===== config.mk =====
export PLATFORM = sky130hd
export DESIGN_NAME = cd_subcode_q_decoder
export DESIGN_NICKNAME = d
export VERILOG_FILES = /design/src/cdsq_pkg.sv /design/src/cdsq_decode.sv /design/src/cd_subcode_q_decoder.sv
export SDC_FILE = /design/constraint.sdc
export NUM_CORES = 1
export LEC_CHECK = 0
export BUFFER_PORTS_ARGS = -buffer_cell sky130_fd_sc_hd__clkbuf_2
export CAP_MARGIN = 20
export CORE_ASPECT_RATIO = 1.75
export CORE_UTILIZATION = 28
export CTS_CLUSTER_SIZE = 24
export DETAILED_ROUTE_END_ITERATION = 8
export SLEW_MARGIN = 20
export SYNTH_ARGS = -nofsm -noshare
export SYNTH_HDL_FRONTEND = slang
export SYNTH_HIERARCHICAL = 1
export SYNTH_SLANG_ARGS = --single-unit

===== constraint.sdc =====
create_clock -name aclk -period 9.5 [get_ports aclk]
set_input_delay 0.475 -clock aclk [delete_from_list [all_inputs] [get_ports aclk]]
set_output_delay 0.475 -clock aclk [all_outputs]
set_load 0.005 [all_outputs]

===== src/cdsq_pkg.sv =====
// Shared types, codes and helpers for the CD subcode Q decoder.
package cdsq_pkg;

    localparam int unsigned CFG_IDX_W  = 1;
    localparam int unsigned CFG_DATA_W = 1;

    // Configuration register indexes
    localparam logic [CFG_IDX_W-1:0] REG_READING_ENABLE = 1'd0;
    localparam logic [CFG_IDX_W-1:0] REG_CD_DISC_TYPE   = 1'd1;

    // Address mode codes (low nibble of control/address)
    localparam logic [3:0] ADDR_POSITION = 4'h1;
    localparam logic [3:0] ADDR_CATALOG  = 4'h2;
    localparam logic [3:0] ADDR_ISRC     = 4'h3;
    localparam logic [3:0] ADDR_AREA     = 4'h5;
    localparam logic [1:0] ADDR_LO2_POS  = 2'b01;

    // Special byte codes
    localparam logic [7:0] TRACK_LEAD_OUT = 8'hAA;
    localparam logic [7:0] POINT_A0       = 8'hA0;
    localparam logic [7:0] POINT_A1       = 8'hA1;
    localparam logic [7:0] POINT_A2       = 8'hA2;
    localparam logic [7:0] POINT_B0       = 8'hB0;
    localparam logic [7:0] MIN_NONE       = 8'hFF;
    localparam logic [7:0] LEAD_IN_MIN    = 8'd90;

    // match_flags bit positions
    localparam int unsigned FLG_ANY      = 0;
    localparam int unsigned FLG_ABS_TIME = 1;
    localparam int unsigned FLG_CATALOG  = 2;
    localparam int unsigned FLG_ISRC     = 3;
    localparam int unsigned FLG_FIRST_LI = 4;
    localparam int unsigned FLG_LEAD_IN  = 5;
    localparam int unsigned FLG_PROGRAM  = 6;
    localparam int unsigned FLG_LEAD_OUT = 7;

    typedef struct packed {
        logic [7:0] control_address;
        logic [7:0] track_bcd;
        logic [7:0] index_bcd;
        logic [7:0] rel_min_in;
        logic [7:0] rel_sec_in;
        logic [7:0] rel_frame_in;
        logic [7:0] abs_min_in;
        logic [7:0] abs_sec_in;
        logic [7:0] abs_frame_in;
    } cdsq_in_t;

    typedef struct packed {
        logic [7:0] track_out;
        logic [7:0] index_out;
        logic [7:0] rel_min_out;
        logic [7:0] rel_sec_out;
        logic [7:0] rel_frame_out;
        logic [7:0] abs_min_out;
        logic [7:0] abs_sec_out;
        logic [7:0] abs_frame_out;
        logic [7:0] brake_minute;
        logic [7:0] match_flags;
    } cdsq_out_t;

    // high*10 + low, no digit check; max 165 fits in 8 bits
    function automatic logic [7:0] bcd_bin(input logic [7:0] v);
        logic [7:0] hi;
        hi = {4'd0, v[7:4]};
        return (hi << 3) + (hi << 1) + {4'd0, v[3:0]};
    endfunction

endpackage


===== src/cdsq_decode.sv =====
// Combinational decode of one Q-subchannel frame.
module cdsq_decode (
    input  cdsq_pkg::cdsq_in_t  frame,
    input  logic                disc_type,
    output cdsq_pkg::cdsq_out_t result
);
    import cdsq_pkg::*;

    logic [3:0] addr;
    logic [7:0] trk;
    logic [7:0] idx;
    logic [7:0] rm;
    logic [7:0] rs;
    logic [7:0] rf;
    logic [7:0] am;
    logic [7:0] as_v;
    logic [7:0] af;
    logic [7:0] brake;
    logic [7:0] flags;

    assign addr = frame.control_address[3:0];

    always_comb begin
        trk   = frame.track_bcd;
        idx   = frame.index_bcd;
        rm    = frame.rel_min_in;
        rs    = frame.rel_sec_in;
        rf    = frame.rel_frame_in;
        am    = frame.abs_min_in;
        as_v  = frame.abs_sec_in;
        af    = frame.abs_frame_in;
        brake = 8'd0;

        if (addr == ADDR_POSITION) begin
            if (frame.track_bcd != TRACK_LEAD_OUT) begin
                trk = bcd_bin(frame.track_bcd);
            end
            rm = bcd_bin(frame.rel_min_in);
            rs = bcd_bin(frame.rel_sec_in);
            rf = bcd_bin(frame.rel_frame_in);
            am = bcd_bin(frame.abs_min_in);
            if (frame.index_bcd != POINT_A0 && frame.index_bcd != POINT_A1) begin
                as_v = bcd_bin(frame.abs_sec_in);
                af   = bcd_bin(frame.abs_frame_in);
                if (frame.index_bcd != POINT_A2) begin
                    idx = bcd_bin(frame.index_bcd);
                end
            end
            if (trk != 8'd0) begin
                brake = am;
            end
        end else if (addr == ADDR_AREA) begin
            if (frame.track_bcd == 8'd0 && frame.index_bcd == POINT_B0 &&
                frame.rel_min_in != MIN_NONE) begin
                rm = bcd_bin(frame.rel_min_in);
                rs = bcd_bin(frame.rel_sec_in);
                rf = bcd_bin(frame.rel_frame_in);
            end
        end
    end

    // Classification runs on the converted track and minute
    always_comb begin
        flags = 8'd0;
        flags[FLG_ANY] = 1'b1;
        if (addr == ADDR_POSITION) begin
            if (trk != 8'd0) begin
                flags[FLG_ABS_TIME] = 1'b1;
            end else if (rm > LEAD_IN_MIN || disc_type) begin
                flags[FLG_FIRST_LI] = 1'b1;
            end else begin
                flags[FLG_ABS_TIME] = 1'b1;
            end
            flags[FLG_PROGRAM]  = (trk != 8'd0) && (trk != TRACK_LEAD_OUT);
            flags[FLG_LEAD_OUT] = (trk == TRACK_LEAD_OUT);
        end
        flags[FLG_CATALOG] = (addr == ADDR_CATALOG);
        flags[FLG_ISRC]    = (addr == ADDR_ISRC);
        flags[FLG_LEAD_IN] = (frame.control_address[1:0] == ADDR_LO2_POS) && (trk == 8'd0);
    end

    always_comb begin
        result.track_out     = trk;
        result.index_out     = idx;
        result.rel_min_out   = rm;
        result.rel_sec_out   = rs;
        result.rel_frame_out = rf;
        result.abs_min_out   = am;
        result.abs_sec_out   = as_v;
        result.abs_frame_out = af;
        result.brake_minute  = brake;
        result.match_flags   = flags;
    end

endmodule


===== src/cd_subcode_q_decoder.sv =====
// Top level of the CD subcode Q decoder: config registers, handshake, result register.
//
// Input channel s_valid/s_ready/s_data carries one Q-subchannel frame per item.
// Output channel m_valid/m_ready/m_data carries the decoded frame, the braking
// minute and eight query-mode match flags.
// Each item is decoded in one pass of combinational logic and lands in the
// result register, so a result appears in the cycle after its item is accepted.
// Throughput is one item per cycle while the receiver does not stall; the single result register sets it.
// When reading_enable is clear, items are still accepted but produce no result.
// When the receiver stalls, the held result stays on m_data and s_ready drops
// until it is taken; in the cycle it is taken a new item can be accepted.
// cfg_wr_en writes cfg_wdata into register cfg_addr (0: reading_enable,
// 1: cd_disc_type) at the clock edge; write only while the block is idle.
// Synchronous active-low reset clears both registers and drops m_valid.
module cd_subcode_q_decoder (
    input  logic                                aclk,
    input  logic                                aresetn,
    input  logic                                cfg_wr_en,
    input  logic [cdsq_pkg::CFG_IDX_W-1:0]      cfg_addr,
    input  logic [cdsq_pkg::CFG_DATA_W-1:0]     cfg_wdata,
    input  logic                                s_valid,
    output logic                                s_ready,
    input  cdsq_pkg::cdsq_in_t                  s_data,
    output logic                                m_valid,
    input  logic                                m_ready,
    output cdsq_pkg::cdsq_out_t                 m_data
);
    import cdsq_pkg::*;

    logic      reading_enable_reg;
    logic      disc_type_reg;
    logic      m_valid_reg;
    logic      m_valid_next;
    cdsq_out_t m_data_reg;
    cdsq_out_t decoded;
    logic      s_accept;

    cdsq_decode u_decode (
        .frame     (s_data),
        .disc_type (disc_type_reg),
        .result    (decoded)
    );

    assign s_ready  = !m_valid_reg || m_ready;
    assign s_accept = s_valid && s_ready;

    always_comb begin
        m_valid_next = m_valid_reg;
        if (m_valid_reg && m_ready) begin
            m_valid_next = 1'b0;
        end
        if (s_accept && reading_enable_reg) begin
            m_valid_next = 1'b1;
        end
    end

    always_ff @(posedge aclk) begin
        if (!aresetn) begin
            reading_enable_reg <= 1'b0;
            disc_type_reg      <= 1'b0;
            m_valid_reg        <= 1'b0;
        end else begin
            m_valid_reg <= m_valid_next;
            if (cfg_wr_en) begin
                case (cfg_addr)
                    REG_READING_ENABLE: reading_enable_reg <= cfg_wdata[0];
                    REG_CD_DISC_TYPE:   disc_type_reg      <= cfg_wdata[0];
                    default: ;
                endcase
            end
        end
    end

    always_ff @(posedge aclk) begin
        if (s_accept && reading_enable_reg) begin
            m_data_reg <= decoded;
        end
    end

    assign m_valid = m_valid_reg;
    assign m_data  = m_data_reg;

endmodule


==> flow_summary.json <==
{
  "dieHeight_um": 183,
  "drtIter0Drc": 76,
  "worstPathArrival_ns": 3.12,
  "cts_tree": "done",
  "final.setup_skew_ns": 0.00440,
  "synth_area_um2": 5220,
  "ir_worst_vdd_mv": 0.0637,
  "netlist_instances": 428,
  "crit_slowest_cell": "fa_1",
  "met3WireLength_um": 600,
  "path_class": "input pin to register",
  "cts-htree-levels": 3,
  "yosys.area.top_type": "edfxtp_1",
  "synth_top_area_share_pct": 46.1,
  "ios": 161,
  "syn-num-nets": 579,
  "min_period_ns": 3.04,
  "wl_per_cell_um": 15.5,
  "worst_setup_path_start_kind": "input pin",
  "syn2layout_area_growth_pct": 24.4,
  "cts_resized": 0,
  "vias": 3823,
  "cp_common_cell": "fa_1",
  "holdPathEnd": "m_data[48]",
  "grt_pass1_wl_um": 20900,
  "holdCritStartpoint": "s_data[32]",
  "cap_violations": 0,
  "setup_viol": 0,
  "dr.pass1.iters": 4,
  "nNetsFinal": 732,
  "grt_start_max_net_pins": 81,
  "timing.final.hold_violations": 0,
  "power.leakage_nw": 2.90,
  "ys_ff_latch": 83,
  "clk_pin_slew_ns": 0.06,
  "ys_warn_count": 6,
  "synthSimpleGateAreaFrac_pct": 11.2,
  "fp.dieW_um": 105,
  "worst_r2r_path_depth": 3,
  "clockBufferDepth": 2,
  "synthAdderAreaFrac_pct": 19.6,
  "synthFlopType": "edfxtp_1",
  "worst_pin_slew_ns": 1.06,
  "whs_path_depth": 1,
  "largest_reg_flops": 80,
  "io_buffers": 156,
  "initial_utilization_pct": 28.8,
  "drt-vias-per-instance": 4.67,
  "core-area_um2": 18100,
  "grt_usage_pct": 14.1,
  "r2r_slack_ns": 7.71,
  "hp-class": "input pin to register",
  "holdBufCountCts": 0,
  "powerDensity_nw_per_um2": 143,
  "synth.area.mux_share_pct": 4.25,
  "drtAntennaViolNets": 0,
  "final_cell_area_um2": 6490,
  "grt_setup_unrepaired": "no",
  "fillCellCount": 1851,
  "synth_top_family_by_area": "adder cells",
  "num_antenna_cells": 0,
  "place_area_um2": 6210,
  "layout_common_cells": "clkbuf_2, edfxtp_1, ha_1, nand2_1, nor2_1",
  "p_total_mw": 0.927,
  "highest_layer": "met4",
  "status": "finished clean",
  "r2r-start": "reading_enable_reg",
  "tns_ns": 0,
  "synth_area_leaders": "edfxtp_1, ha_1, fa_1",
  "crit_required_ns": 9.58,
  "slew_headroom_pct": 29.0,
  "overflow": 0,
  "grt_antenna_before_repair": 0,
  "dr_wl_met2_um": 7200,
  "layout-drive-gt1-share_pct": 33.9,
  "post-dp-hpwl_um": 10200,
  "cts_setup_buffers": 0,
  "wl_met1_um": 4650,
  "syn_avg_cell_area_um2": 12.2,
  "slew_viol_final": 0,
  "fin_crit_sh_pct": 32.0,
  "clk_latency_ns": 0.34,
  "yosys.cell_types.count": 51,
  "final_common_cell": "clkbuf_2",
  "crit_chain": "clkbuf_2, fa_1, fa_1, a21o_1, a21oi_1, xnor2_1, a22o_1, nand4b_2, nand2_1, nor3b_1",
  "fmax_mhz": 329,
  "synth_xor_xnor_area_share_pct": 3.86,
  "max_stage_delay_ns": 0.54,
  "synth_compound_area_share_pct": 10.1,
  "rows": 65,
  "async_flop_share_pct": 0,
  "cp_max_fo": 6,
  "root_buffer": "clkbuf_16",
  "route.detailed.drc": 0,
  "drt_wl_total_um": 12700,
  "gp_congestion": 0.807,
  "end_kind": "register",
  "dieArea_um2": 19200,
  "synth_enable_flop_cells": 80,
  "grt_pass1_vias": 4188,
  "numCtsBuffers": 9,
  "cts_sinks": 83,
  "worstReg2RegEnd": "m_data[36]",
  "ys_seq_area_share_pct": 47.2
}
critical path: cells and delay by family:
kind | cells | cell delay, ns
buffers and inverters | 1 | 0.14
adders and majority gates | 2 | 1.03
and+or+nand+nor | 3 | 0.74
xor gates and xnor gates | 1 | 0.11
AOI/OAI and AO/OA | 3 | 0.62
worst max-delay path by stage:
stage	start	endpoint	slack (ns)
finish	s_data[59]	m_data[15]	6.46
global route	s_data[63]	m_data[4]	6.27
CTS	s_data[60]	m_data[12]	6.42
detailed placement	s_data[59]	m_data[15]	6.06
global placement	s_data[63]	m_data[4]	6.13
floorplan	m_ready	m_data[0]	4.81
metrics by stage:
step | setup slack, ns | util, % | hold slack [ns] | cells
2_1_floorplan | 4.81 | - | 0.435 | 428
3_3_place_gp | 6.13 | 34.2 | 0.445 | 804
3_5_place_dp | 6.06 | 34.2 | 0.470 | 804
4_1_cts | 6.42 | 35.8 | 0.289 | 818
5_1_grt | 6.27 | 35.8 | 0.292 | 818
6_report | 6.46 | 35.8 | 0.308 | 818
final cells by class:
type                            instances  area [um^2]  share of cell area, %
Multi-Input combinational cell        307         2570                   39.6
Clock inverter                          5         56.3                  0.868
Sequential cell                        83         2460                   37.9
Clock buffer                            9          225                   3.47
Timing Repair Buffer                  160          811                   12.5
Tap cell                              234          293                   4.51
Inverter                               20         75.1                   1.16
cell families after synthesis:
group | Yosys count
compound gates | 80
xor+xnor | 23
fa+ha+maj | 72
buf+inv | 38
flops | 83
mux | 20
other cells | 1
simple gates | 111
Yosys cell counts (3+ instances only):
| library cell | instances |
|---|---|
| a21boi_0 | 3 |
| clkbuf_1 | 5 |
| a21oi_1 | 27 |
| o21ai_1 | 3 |
| o31a_1 | 6 |
| buf_4 | 9 |
| nand2_1 | 40 |
| nor3_1 | 5 |
| o31ai_1 | 3 |
| a21o_1 | 12 |
| mux2i_1 | 3 |
| nor4b_1 | 3 |
| xnor2_1 | 17 |
| mux2_1 | 4 |
| dfxtp_1 | 3 |
| fa_1 | 16 |
| o21ai_0 | 16 |
| ha_1 | 56 |
| nor3b_1 | 4 |
| xor2_1 | 6 |
| nor2b_1 | 7 |
| nor2_1 | 30 |
| edfxtp_1 | 80 |
| and2_1 | 5 |
| mux2_2 | 13 |
| inv_1 | 20 |
power by group:
group,total (mW),switching [mW],internal [mW]
sequential,0.412,0.00187,0.410
combinational,0.174,0.0942,0.0798
clock,0.340,0.140,0.200
layer usage:
| metal | vias up | global-route usage, % |
|---|---|---|
| met3 | 16 | 3.64 |
| met5 | - | 0 |
| li1 | 1864 | - |
| met2 | 111 | 27.6 |
| met1 | 1832 | 14.0 |
| met4 | 0 | 5.52 |
No activity file was read; power rests on OpenSTA's default activity.
